### config.mk
export PLATFORM = sky130hd
export DESIGN_NAME = credit_bucket_regen_spend
export DESIGN_NICKNAME = d
export VERILOG_FILES = /design/src/cbrs_pkg.sv /design/src/cbrs_regs.sv /design/src/cbrs_front.sv /design/src/cbrs_fifo.sv /design/src/cbrs_back.sv /design/src/credit_bucket_regen_spend.sv
export SDC_FILE = /design/constraint.sdc
export NUM_CORES = 2
export LEC_CHECK = 0
export ABC_AREA = 1
export BUFFER_PORTS_ARGS = -buffer_cell sky130_fd_sc_hd__buf_2
export CAP_MARGIN = 20
export CORE_MARGIN = 1.5
export CORE_UTILIZATION = 63
export DETAILED_ROUTE_END_ITERATION = 10
export PLACE_DENSITY_LB_ADDON = 0.08
export SLEW_MARGIN = 20
export SYNTH_ARGS = -nofsm -noshare
export SYNTH_HDL_FRONTEND = slang
export SYNTH_SLANG_ARGS = --single-unit
### constraint.sdc
create_clock -name clk_i -period 18 [get_ports clk_i]
set_input_delay 2.7 -clock clk_i [delete_from_list [all_inputs] [get_ports clk_i]]
set_output_delay 2.7 -clock clk_i [all_outputs]
set_load 0.005 [all_outputs]
### src/cbrs_pkg.sv
// Package for the credit bucket: payload, command, profile and register types.
// Shared limits of the bucket arithmetic. No dependencies.
package cbrs_pkg;

  localparam logic [15:0] MANA_LIMIT    = 16'd65535;
  localparam logic [9:0]  RATE_LIMIT    = 10'd1023;
  localparam logic [31:0] OFFLINE_LIMIT = 32'd604800;

  // Any elapsed time of 65535 s or more already fills any reserve whose rate is nonzero,
  // so the multiplier only needs the smaller of the offline limit and that bound.
  localparam logic [15:0] ELAPSED_CAP =
      (OFFLINE_LIMIT > 32'd65535) ? 16'hFFFF : OFFLINE_LIMIT[15:0];

  localparam int unsigned PADDR_W = 5;

  typedef enum logic [1:0] {
    ACT_CREATE  = 2'd0,
    ACT_PROJECT = 2'd1,
    ACT_SPEND   = 2'd2
  } cbrs_action_e;

  typedef enum logic [1:0] {
    OP_CREATE  = 2'd0,
    OP_PROJECT = 2'd1,
    OP_SPEND   = 2'd2,
    OP_IGNORE  = 2'd3
  } cbrs_op_e;

  typedef enum logic [2:0] {
    REG_PROF_ID       = 3'd0,
    REG_PROF_REVISION = 3'd1,
    REG_PROF_CAPACITY = 3'd2,
    REG_PROF_RATE     = 3'd3,
    REG_PROF_FLOOR    = 3'd4
  } cbrs_reg_e;

  typedef struct packed {
    logic [1:0]  action;
    logic [31:0] now;
    logic [31:0] new_uid;
    logic [15:0] cost;
    logic        passive;
  } cbrs_in_t;

  typedef struct packed {
    logic        ok;
    logic [15:0] reserve_out;
    logic [31:0] version_out;
  } cbrs_out_t;

  typedef struct packed {
    logic [31:0] id;
    logic [31:0] revision;
    logic [15:0] capacity;
    logic [9:0]  rate;
    logic [15:0] floor;
  } cbrs_prof_t;

  typedef struct packed {
    cbrs_op_e    op;
    logic [31:0] now;
    logic [31:0] uid;
    logic [15:0] cost;
    logic        passive;
    logic        cost_ok;
    logic        create_ok;
    logic        prof_ok;
  } cbrs_cmd_t;

endpackage

### src/cbrs_regs.sv
// Profile configuration registers behind an APB-style port.
// Depends on cbrs_pkg for the profile struct and register indexes.
module cbrs_regs (
  input  logic                              clk_i,
  input  logic                              rst_ni,
  input  logic                              psel,
  input  logic                              penable,
  input  logic                              pwrite,
  input  logic [cbrs_pkg::PADDR_W-1:0]      paddr,
  input  logic [31:0]                       pwdata,
  output logic [31:0]                       prdata,
  output logic                              pready,
  output cbrs_pkg::cbrs_prof_t              prof_o
);

  cbrs_pkg::cbrs_prof_t prof_q, prof_d;
  logic                 wr_en;
  logic [2:0]           reg_idx;

  assign pready  = 1'b1;
  assign wr_en   = psel & penable & pwrite;
  assign reg_idx = paddr[4:2];

  always_comb begin
    prof_d = prof_q;
    if (wr_en) begin
      case (reg_idx)
        cbrs_pkg::REG_PROF_ID:       prof_d.id       = pwdata;
        cbrs_pkg::REG_PROF_REVISION: prof_d.revision = pwdata;
        cbrs_pkg::REG_PROF_CAPACITY: prof_d.capacity = pwdata[15:0];
        cbrs_pkg::REG_PROF_RATE:     prof_d.rate     = pwdata[9:0];
        cbrs_pkg::REG_PROF_FLOOR:    prof_d.floor    = pwdata[15:0];
        default: ;
      endcase
    end
  end

  always_comb begin
    case (reg_idx)
      cbrs_pkg::REG_PROF_ID:       prdata = prof_q.id;
      cbrs_pkg::REG_PROF_REVISION: prdata = prof_q.revision;
      cbrs_pkg::REG_PROF_CAPACITY: prdata = {16'b0, prof_q.capacity};
      cbrs_pkg::REG_PROF_RATE:     prdata = {22'b0, prof_q.rate};
      cbrs_pkg::REG_PROF_FLOOR:    prdata = {16'b0, prof_q.floor};
      default:                     prdata = 32'b0;
    endcase
  end

  always_ff @(posedge clk_i or negedge rst_ni) begin
    if (!rst_ni) begin
      prof_q <= '0;
    end else begin
      prof_q <= prof_d;
    end
  end

  assign prof_o = prof_q;

endmodule

### src/cbrs_front.sv
// Front end: accepts requests and classifies them into queue commands.
// Checks that need no record state (uid, cost, profile) are done here. Uses cbrs_pkg.
module cbrs_front (
  input  logic                  in_valid_i,
  output logic                  in_ready_o,
  input  cbrs_pkg::cbrs_in_t    in_data_i,
  input  cbrs_pkg::cbrs_prof_t  prof_i,
  output logic                  q_valid_o,
  input  logic                  q_ready_i,
  output cbrs_pkg::cbrs_cmd_t   q_cmd_o
);

  logic prof_ok;

  assign prof_ok = (prof_i.id != 32'd0) && (prof_i.revision != 32'd0) &&
                   (prof_i.capacity != 16'd0) && (prof_i.capacity <= cbrs_pkg::MANA_LIMIT) &&
                   (prof_i.rate <= cbrs_pkg::RATE_LIMIT) && (prof_i.floor <= prof_i.capacity);

  always_comb begin
    q_cmd_o.now       = in_data_i.now;
    q_cmd_o.uid       = in_data_i.new_uid;
    q_cmd_o.cost      = in_data_i.cost;
    q_cmd_o.passive   = in_data_i.passive;
    q_cmd_o.prof_ok   = prof_ok;
    q_cmd_o.cost_ok   = (in_data_i.cost != 16'd0) && (in_data_i.cost <= cbrs_pkg::MANA_LIMIT);
    q_cmd_o.create_ok = (in_data_i.new_uid != 32'd0) && prof_ok;
    case (in_data_i.action)
      cbrs_pkg::ACT_CREATE:  q_cmd_o.op = cbrs_pkg::OP_CREATE;
      cbrs_pkg::ACT_PROJECT: q_cmd_o.op = cbrs_pkg::OP_PROJECT;
      cbrs_pkg::ACT_SPEND:   q_cmd_o.op = cbrs_pkg::OP_SPEND;
      default:               q_cmd_o.op = cbrs_pkg::OP_IGNORE;
    endcase
  end

  assign q_valid_o  = in_valid_i;
  assign in_ready_o = q_ready_i;

endmodule

### src/cbrs_fifo.sv
// Two-entry command queue between the front end and the record unit.
// Depends on cbrs_pkg for the command type.
module cbrs_fifo (
  input  logic                 clk_i,
  input  logic                 rst_ni,
  input  logic                 push_valid_i,
  output logic                 push_ready_o,
  input  cbrs_pkg::cbrs_cmd_t  push_cmd_i,
  output logic                 pop_valid_o,
  input  logic                 pop_ready_i,
  output cbrs_pkg::cbrs_cmd_t  pop_cmd_o
);

  localparam int unsigned Depth = 2;

  cbrs_pkg::cbrs_cmd_t mem_q [Depth];
  logic                wr_ptr_q, wr_ptr_d;
  logic                rd_ptr_q, rd_ptr_d;
  logic [1:0]          count_q, count_d;
  logic                push, pop;

  assign push_ready_o = (count_q != 2'(Depth));
  assign pop_valid_o  = (count_q != 2'd0);
  assign push         = push_valid_i & push_ready_o;
  assign pop          = pop_valid_o & pop_ready_i;
  assign pop_cmd_o    = mem_q[rd_ptr_q];

  always_comb begin
    wr_ptr_d = push ? ~wr_ptr_q : wr_ptr_q;
    rd_ptr_d = pop  ? ~rd_ptr_q : rd_ptr_q;
    count_d  = count_q + 2'(push) - 2'(pop);
  end

  always_ff @(posedge clk_i or negedge rst_ni) begin
    if (!rst_ni) begin
      wr_ptr_q <= 1'b0;
      rd_ptr_q <= 1'b0;
      count_q  <= 2'd0;
    end else begin
      wr_ptr_q <= wr_ptr_d;
      rd_ptr_q <= rd_ptr_d;
      count_q  <= count_d;
    end
  end

  always_ff @(posedge clk_i) begin
    if (push) begin
      mem_q[wr_ptr_q] <= push_cmd_i;
    end
  end

  a_count_bound: assert property (@(posedge clk_i) disable iff (!rst_ni)
    count_q <= 2'(Depth))
    else $error("queue count above depth");

  a_ptr_match: assert property (@(posedge clk_i) disable iff (!rst_ni)
    (count_q == 2'd0 || count_q == 2'(Depth)) |-> (wr_ptr_q == rd_ptr_q))
    else $error("queue pointers disagree with count");

  a_count_step: assert property (@(posedge clk_i) disable iff (!rst_ni)
    (push && !pop) |=> (count_q == $past(count_q) + 2'd1))
    else $error("queue count did not grow on push");

endmodule

### src/cbrs_back.sv
// Record unit: holds the credit record, applies create, project and spend,
// and registers one result per command. Depends on cbrs_pkg.
module cbrs_back (
  input  logic                  clk_i,
  input  logic                  rst_ni,
  input  cbrs_pkg::cbrs_prof_t  prof_i,
  input  logic                  q_valid_i,
  output logic                  q_ready_o,
  input  cbrs_pkg::cbrs_cmd_t   q_cmd_i,
  output logic                  out_valid_o,
  input  logic                  out_ready_i,
  output cbrs_pkg::cbrs_out_t   out_data_o
);

  typedef struct packed {
    logic [31:0] uid;
    logic [31:0] prof_id;
    logic [31:0] revision;
    logic [31:0] version;
    logic [15:0] capacity;
    logic [9:0]  rate;
    logic [15:0] reserve;
    logic [31:0] settled;
  } rec_t;

  rec_t                 rec_q, rec_d, proj;
  cbrs_pkg::cbrs_out_t  out_q, out_d;
  logic                 out_valid_q, out_valid_d;
  logic                 pop;
  logic                 rec_ok, proj_ok, spend_ok, ok;
  logic                 later;
  logic [31:0]          diff;
  logic [15:0]          elapsed;
  logic [25:0]          gain;
  logic [15:0]          room, gain_c, res_sum, res_p;

  assign pop       = q_valid_i & (~out_valid_q | out_ready_i);
  assign q_ready_o = ~out_valid_q | out_ready_i;

  always_comb begin
    rec_ok = (rec_q.uid != 32'd0) && (rec_q.prof_id != 32'd0) &&
             (rec_q.revision != 32'd0) && (rec_q.version != 32'd0) &&
             (rec_q.capacity != 16'd0) && (rec_q.capacity <= cbrs_pkg::MANA_LIMIT) &&
             (rec_q.rate <= cbrs_pkg::RATE_LIMIT) && (rec_q.reserve <= rec_q.capacity);
    proj_ok = rec_ok && q_cmd_i.prof_ok && (rec_q.prof_id == prof_i.id) &&
              !(prof_i.revision < rec_q.revision) &&
              !((prof_i.revision == rec_q.revision) &&
                ((rec_q.capacity != prof_i.capacity) || (rec_q.rate != prof_i.rate)));

    // Time that runs backwards regains nothing and keeps the settle time.
    later = q_cmd_i.now > rec_q.settled;
    diff  = q_cmd_i.now - rec_q.settled;
    if (!later) begin
      elapsed = 16'd0;
    end else if (diff > {16'b0, cbrs_pkg::ELAPSED_CAP}) begin
      elapsed = cbrs_pkg::ELAPSED_CAP;
    end else begin
      elapsed = diff[15:0];
    end
    gain    = {10'b0, elapsed} * {16'b0, rec_q.rate};
    room    = rec_q.capacity - rec_q.reserve;
    gain_c  = (gain > {10'b0, room}) ? room : gain[15:0];
    res_sum = rec_q.reserve + gain_c;
    res_p   = (res_sum > prof_i.capacity) ? prof_i.capacity : res_sum;

    proj          = rec_q;
    proj.reserve  = res_p;
    proj.settled  = later ? q_cmd_i.now : rec_q.settled;
    proj.capacity = prof_i.capacity;
    proj.rate     = prof_i.rate;
    proj.revision = prof_i.revision;

    spend_ok = q_cmd_i.cost_ok && (rec_q.version != '1) && proj_ok &&
               (q_cmd_i.cost <= res_p) &&
               !(q_cmd_i.passive && ((res_p - q_cmd_i.cost) < prof_i.floor));

    rec_d = rec_q;
    ok    = 1'b0;
    case (q_cmd_i.op)
      cbrs_pkg::OP_CREATE: begin
        rec_d = '0;
        if (q_cmd_i.create_ok) begin
          rec_d.uid      = q_cmd_i.uid;
          rec_d.prof_id  = prof_i.id;
          rec_d.revision = prof_i.revision;
          rec_d.version  = 32'd1;
          rec_d.capacity = prof_i.capacity;
          rec_d.rate     = prof_i.rate;
          rec_d.settled  = q_cmd_i.now;
          ok             = 1'b1;
        end
      end
      cbrs_pkg::OP_PROJECT: begin
        if (proj_ok) begin
          rec_d = proj;
          ok    = 1'b1;
        end
      end
      cbrs_pkg::OP_SPEND: begin
        if (spend_ok) begin
          rec_d         = proj;
          rec_d.reserve = res_p - q_cmd_i.cost;
          rec_d.version = rec_q.version + 32'd1;
          ok            = 1'b1;
        end
      end
      default: ;
    endcase

    out_d.ok          = ok;
    out_d.reserve_out = rec_d.reserve;
    out_d.version_out = rec_d.version;

    if (pop) begin
      out_valid_d = 1'b1;
    end else if (out_ready_i) begin
      out_valid_d = 1'b0;
    end else begin
      out_valid_d = out_valid_q;
    end
  end

  always_ff @(posedge clk_i or negedge rst_ni) begin
    if (!rst_ni) begin
      rec_q       <= '0;
      out_valid_q <= 1'b0;
    end else begin
      out_valid_q <= out_valid_d;
      if (pop) begin
        rec_q <= rec_d;
      end
    end
  end

  always_ff @(posedge clk_i) begin
    if (pop) begin
      out_q <= out_d;
    end
  end

  assign out_valid_o = out_valid_q;
  assign out_data_o  = out_q;

  a_create_version: assert property (@(posedge clk_i) disable iff (!rst_ni)
    (pop && q_cmd_i.op == cbrs_pkg::OP_CREATE && q_cmd_i.create_ok)
      |=> (rec_q.version == 32'd1 && rec_q.reserve == 16'd0))
    else $error("create did not start a fresh record");

  a_spend_version: assert property (@(posedge clk_i) disable iff (!rst_ni)
    (pop && q_cmd_i.op == cbrs_pkg::OP_SPEND && spend_ok)
      |=> (rec_q.version == $past(rec_q.version) + 32'd1))
    else $error("spend did not advance the version");

  a_fail_holds: assert property (@(posedge clk_i) disable iff (!rst_ni)
    (pop && q_cmd_i.op != cbrs_pkg::OP_CREATE && !ok) |=> (rec_q == $past(rec_q)))
    else $error("failed request changed the record");

  a_reserve_cap: assert property (@(posedge clk_i) disable iff (!rst_ni)
    (rec_q.uid != 32'd0) |-> (rec_q.reserve <= rec_q.capacity))
    else $error("reserve above capacity");

  a_result_ok: assert property (@(posedge clk_i) disable iff (!rst_ni)
    pop |=> (out_valid_o && out_data_o.reserve_out == rec_q.reserve &&
             out_data_o.version_out == rec_q.version))
    else $error("result does not match the record");

endmodule

### src/credit_bucket_regen_spend.sv
// Versioned token bucket with one credit record, an APB-style profile port and
// request/result channels. Depends on cbrs_pkg, cbrs_regs, cbrs_front, cbrs_fifo, cbrs_back.
//
// The block takes one request per cycle and returns one result per cycle when the
// result side keeps up; each request is held in the command queue and its result
// in the record unit's output register. The rate is set by the record unit, which
// settles elapsed time, the refill multiply, the caps and the spend checks ahead of
// its record register so that each request sees the record left by the one before
// it. A two-entry queue between the classifier and the record unit, and a registered
// result, let either side stall without stopping the other until the queue is full.
// Profile registers sit at byte addresses 0, 4, 8, 12 and 16 and must only be
// written while no request is in flight.
module credit_bucket_regen_spend (
  input  logic                          clk_i,
  input  logic                          rst_ni,
  input  logic                          psel,
  input  logic                          penable,
  input  logic                          pwrite,
  input  logic [cbrs_pkg::PADDR_W-1:0]  paddr,
  input  logic [31:0]                   pwdata,
  output logic [31:0]                   prdata,
  output logic                          pready,
  input  logic                          in_valid_i,
  output logic                          in_ready_o,
  input  cbrs_pkg::cbrs_in_t            in_data_i,
  output logic                          out_valid_o,
  input  logic                          out_ready_i,
  output cbrs_pkg::cbrs_out_t           out_data_o
);

  cbrs_pkg::cbrs_prof_t prof;
  cbrs_pkg::cbrs_cmd_t  front_cmd, back_cmd;
  logic                 front_valid, front_ready;
  logic                 back_valid, back_ready;

  cbrs_regs u_regs (
    .clk_i   (clk_i),
    .rst_ni  (rst_ni),
    .psel    (psel),
    .penable (penable),
    .pwrite  (pwrite),
    .paddr   (paddr),
    .pwdata  (pwdata),
    .prdata  (prdata),
    .pready  (pready),
    .prof_o  (prof)
  );

  cbrs_front u_front (
    .in_valid_i (in_valid_i),
    .in_ready_o (in_ready_o),
    .in_data_i  (in_data_i),
    .prof_i     (prof),
    .q_valid_o  (front_valid),
    .q_ready_i  (front_ready),
    .q_cmd_o    (front_cmd)
  );

  cbrs_fifo u_fifo (
    .clk_i        (clk_i),
    .rst_ni       (rst_ni),
    .push_valid_i (front_valid),
    .push_ready_o (front_ready),
    .push_cmd_i   (front_cmd),
    .pop_valid_o  (back_valid),
    .pop_ready_i  (back_ready),
    .pop_cmd_o    (back_cmd)
  );

  cbrs_back u_back (
    .clk_i       (clk_i),
    .rst_ni      (rst_ni),
    .prof_i      (prof),
    .q_valid_i   (back_valid),
    .q_ready_o   (back_ready),
    .q_cmd_i     (back_cmd),
    .out_valid_o (out_valid_o),
    .out_ready_i (out_ready_i),
    .out_data_o  (out_data_o)
  );

endmodule

==> results.sh <==
export IMPL_tightest_slew_ns=1.09
export IMPL_min_path_type="reg2reg"
export IMPL_grt_pass1_vias=29800
export IMPL_finalCriticalPeriod_ns=16.95
export IMPL_yosys_top_cells_area="dfrtp_1 (21%), edfxtp_1 (18%), nand2_1 (9.9%)"
export IMPL_finalNetCount=5064
export IMPL_cts_inserted_buffers=56
export IMPL_dpl_cell_area_um2=38300
export IMPL_reg2reg_from="u_fifo.rd_ptr_q$_DFFE_PN0P_"
export IMPL_maxSlewViolCount=0
export IMPL_synthCells=4402
export IMPL_hold_end="u_back.proj[174]$_DFFE_PN0P_"
export IMPL_critPathSlowestCell="fa_1"
export IMPL_holdBufCountCts=0
export IMPL_drc=0
export IMPL_grt_max_degree=90
export IMPL_vias=31600
export IMPL_fp_dieH_um=244
export IMPL_rr_endpoint="u_back.rec_q[23]$_DFFE_PN0P_"
export IMPL_first_iter_violations=2952
export IMPL_fin_crit_sh_pct=94.2
export IMPL_ant_nets=0
export IMPL_ys_top_cells_by_count="nand2_1 (959), inv_1 (596), nor2_1 (357)"
export IMPL_setup_violations=0
export IMPL_crit_top_cell="nand2_1"
export IMPL_ys_ff_latch=534
export IMPL_async_flop_share_pct=58.6
export IMPL_outcome="complete, no violations"
export IMPL_clock_skew_ns=0.0369
export IMPL_start_util_pct=63.5
export IMPL_cpPeakStageDelay_ns=0.56
export IMPL_nFillCells=4772
export IMPL_synth_area_leader_cell="dfrtp_1"
export IMPL_wl_um=108000
export IMPL_max_freq_mhz=59.0
export IMPL_gp_congestion=0.983
export IMPL_hold_violations=0
export IMPL_synth_most_common_cell="nand2_1"
export IMPL_syn_num_nets=4886
export IMPL_clkTransAtPathRegs_ns=0.06
export IMPL_h_tree_depth=2
export IMPL_crit_arrival_ns=17.45
export IMPL_slew_headroom_pct=26.9
export IMPL_cts_tree="done"
export IMPL_via_per_inst=5.86
export IMPL_postLayoutCellArea_um2=40600
export IMPL_yosysSeqAreaShare_pct=39.6
export IMPL_placed_cells=5278
export IMPL_stdcell_count=5403
export IMPL_maxCapViolCount=0
export IMPL_netlist_area_um2=36500
export IMPL_synth_top_area_share_pct=21.5
export IMPL_dieArea_um2=59400
export IMPL_rrSetupSlack_ns=1.05
export IMPL_cts_max_path_buffers=3
export IMPL_cp_start_kind="flip-flop"
export IMPL_grt_pass1_wl_um=167000
export IMPL_avgRoutedWirePerCell_um=20.0
export IMPL_port_buffers=207
export IMPL_yosysWarnings=0
export IMPL_ys_flop_type="dfrtp_1"
export IMPL_avgSynthCellArea_um2=8.29
export IMPL_dr_pass1_iters=8
export IMPL_tns_ns=0
export IMPL_reg2reg_depth=92
export IMPL_fp_row_count=88
export IMPL_gr_total_overflow=0
export IMPL_grt_util_all_layers_pct=36.2
export IMPL_area_delta_synth_final_pct=11.1
export IMPL_path_class="reg2reg"
export IMPL_endpoint_kind="flip-flop"
export IMPL_yosysUniqueCellTypes=65
export IMPL_cp_required_ns=18.50
export IMPL_clkSinkCount=534
export IMPL_ioPinCount=211
export IMPL_antenna_found_initial=15
export IMPL_dp_hpwl_um=82300
export IMPL_cts_root_buf="clkbuf_16"
export IMPL_coreArea_um2=57500
export IMPL_drive_gt1_share_pct=11.1
export IMPL_path_max_fanout=32
export IMPL_synth_edf_count=221
export IMPL_clk_latency_ns=0.65
export IMPL_hp_start="u_back.proj[174]$_DFFE_PN0P_"
export IMPL_whs_path_depth=2
export IMPL_die_x_um=244
-- per-stage QoR --
stage               utilization, %  hold WS, ns  setup WS, ns
CTS                           70.1        0.481         0.177
global placement              66.7        0.462         0.114
global route                  70.5        0.492       -0.0430
floorplan                        -        0.447          2.78
finish                        70.6        0.480          1.05
detailed placement            66.7        0.464        -0.106
-- critical path: cells and delay by family, from the launching register on --
kind / cells / cell delay (ns)
flops: 1 / 0.51
compound gates: 24 / 4.22
fa+ha+maj: 14 / 5.29
xor+xnor: 4 / 0.79
simple gates: 35 / 4.44
buf+inv: 15 / 1.49
-- worst max-delay path by stage --
stage | start | endpoint | slack, ns | cells after the start
2_1_floorplan | u_fifo.rd_ptr_q$_DFFE_PN0P_ | u_back.out_data_o[30]$_DFFE_PP_ | 2.78 | 87
3_3_place_gp | u_fifo.rd_ptr_q$_DFFE_PN0P_ | u_back.rec_q[0]$_DFFE_PN0P_ | 0.11 | 94
3_5_place_dp | u_fifo.rd_ptr_q$_DFFE_PN0P_ | u_back.rec_q[0]$_DFFE_PN0P_ | -0.11 | 96
4_1_cts | u_fifo.rd_ptr_q$_DFFE_PN0P_ | u_back.out_data_o[30]$_DFFE_PP_ | 0.18 | 93
5_1_grt | u_fifo.rd_ptr_q$_DFFE_PN0P_ | u_back.rec_q[56]$_DFFE_PN0P_ | -0.04 | 92
6_report | u_fifo.rd_ptr_q$_DFFE_PN0P_ | u_back.rec_q[23]$_DFFE_PN0P_ | 1.05 | 92
-- final cells by class --
type / instances / area, um2 / area share (%)
Multi-Input combinational cell: 3094 / 19200 / 47.3
Sequential cell: 534 / 14500 / 35.7
Inverter: 623 / 2350 / 5.80
Timing Repair Buffer: 271 / 1660 / 4.09
Clock buffer: 80 / 1600 / 3.95
Tap cell: 765 / 957 / 2.36
Clock inverter: 25 / 314 / 0.774
Antenna cell: 11 / 27.5 / 0.0679
-- cells by family (layout without fill, tap and decap cells) --
family / count (synthesis) / count (layout) / synth area share [%]
flip-flops: 534 / 534 / 39.6
multiplexers: 16 / 16 / 0.439
adder cells (fa/ha/maj): 357 / 357 / 14.6
AO/OA/AOI/OAI: 700 / 700 / 11.0
other: 1 / 12 / 0.0103
XOR/XNOR: 125 / 125 / 3.00
buffers and inverters: 774 / 999 / 8.36
AND/OR/NAND/NOR: 1895 / 1895 / 23.0
-- layer usage --
layer	vias up	track usage, %	part of all wire (%)
met2	1344	57.2	46
met5	-	0	0.034
li1	15000	-	-
met3	246	6.23	8.2
met4	6	15.0	4.4
met1	15000	49.5	41
-- cell usage in the layout, fill, tap and decap left out, types with 11 or more instances in the layout --
| master | count |
|---|---|
| a21oi_1 | 170 |
| a31oi_1 | 13 |
| buf_2 | 206 |
| buf_4 | 54 |
| clkbuf_1 | 14 |
| clkbuf_16 | 59 |
| dfrtp_1 | 312 |
| diode_2 | 11 |
| edfxtp_1 | 221 |
| fa_1 | 114 |
| ha_1 | 243 |
| inv_1 | 594 |
| inv_2 | 22 |
| mux2i_1 | 16 |
| nand2_1 | 956 |
| nand2_2 | 14 |
| nand3_1 | 266 |
| nand3_2 | 44 |
| nand4_1 | 103 |
| nor2_1 | 349 |
| nor3_1 | 65 |
| nor4_1 | 44 |
| o2111ai_1 | 13 |
| o21ai_0 | 259 |
| o21ai_1 | 82 |
| o21ai_2 | 24 |
| o22ai_1 | 20 |
| o31ai_1 | 19 |
| o41ai_1 | 32 |
| xnor2_1 | 47 |
| xor2_1 | 74 |
-- registers in the layout (all words and copies together), names as in the netlist --
register	count
u_back.proj	96
u_back.out_valid_o	1
u_fifo.count_q	2
u_fifo.rd_ptr_q	1
u_fifo.mem_q	172
u_regs.prof_o	106
u_back.out_data_o	49
u_fifo.wr_ptr_q	1
u_back.rec_q	106
-- what timing repair did --
item | 4_1_cts | 5_1_grt
pin swaps | 0 | 2
cloned | 1 | 2
setup endpoints to repair | 96 | 187
setup buffers | 0 | 6
hold endpoints to repair | 0 | 0
gates resized for setup | 8 | 43
Power is not shown: default switching activity piles up to over one toggle a cycle in this logic, so the estimate is an artifact.
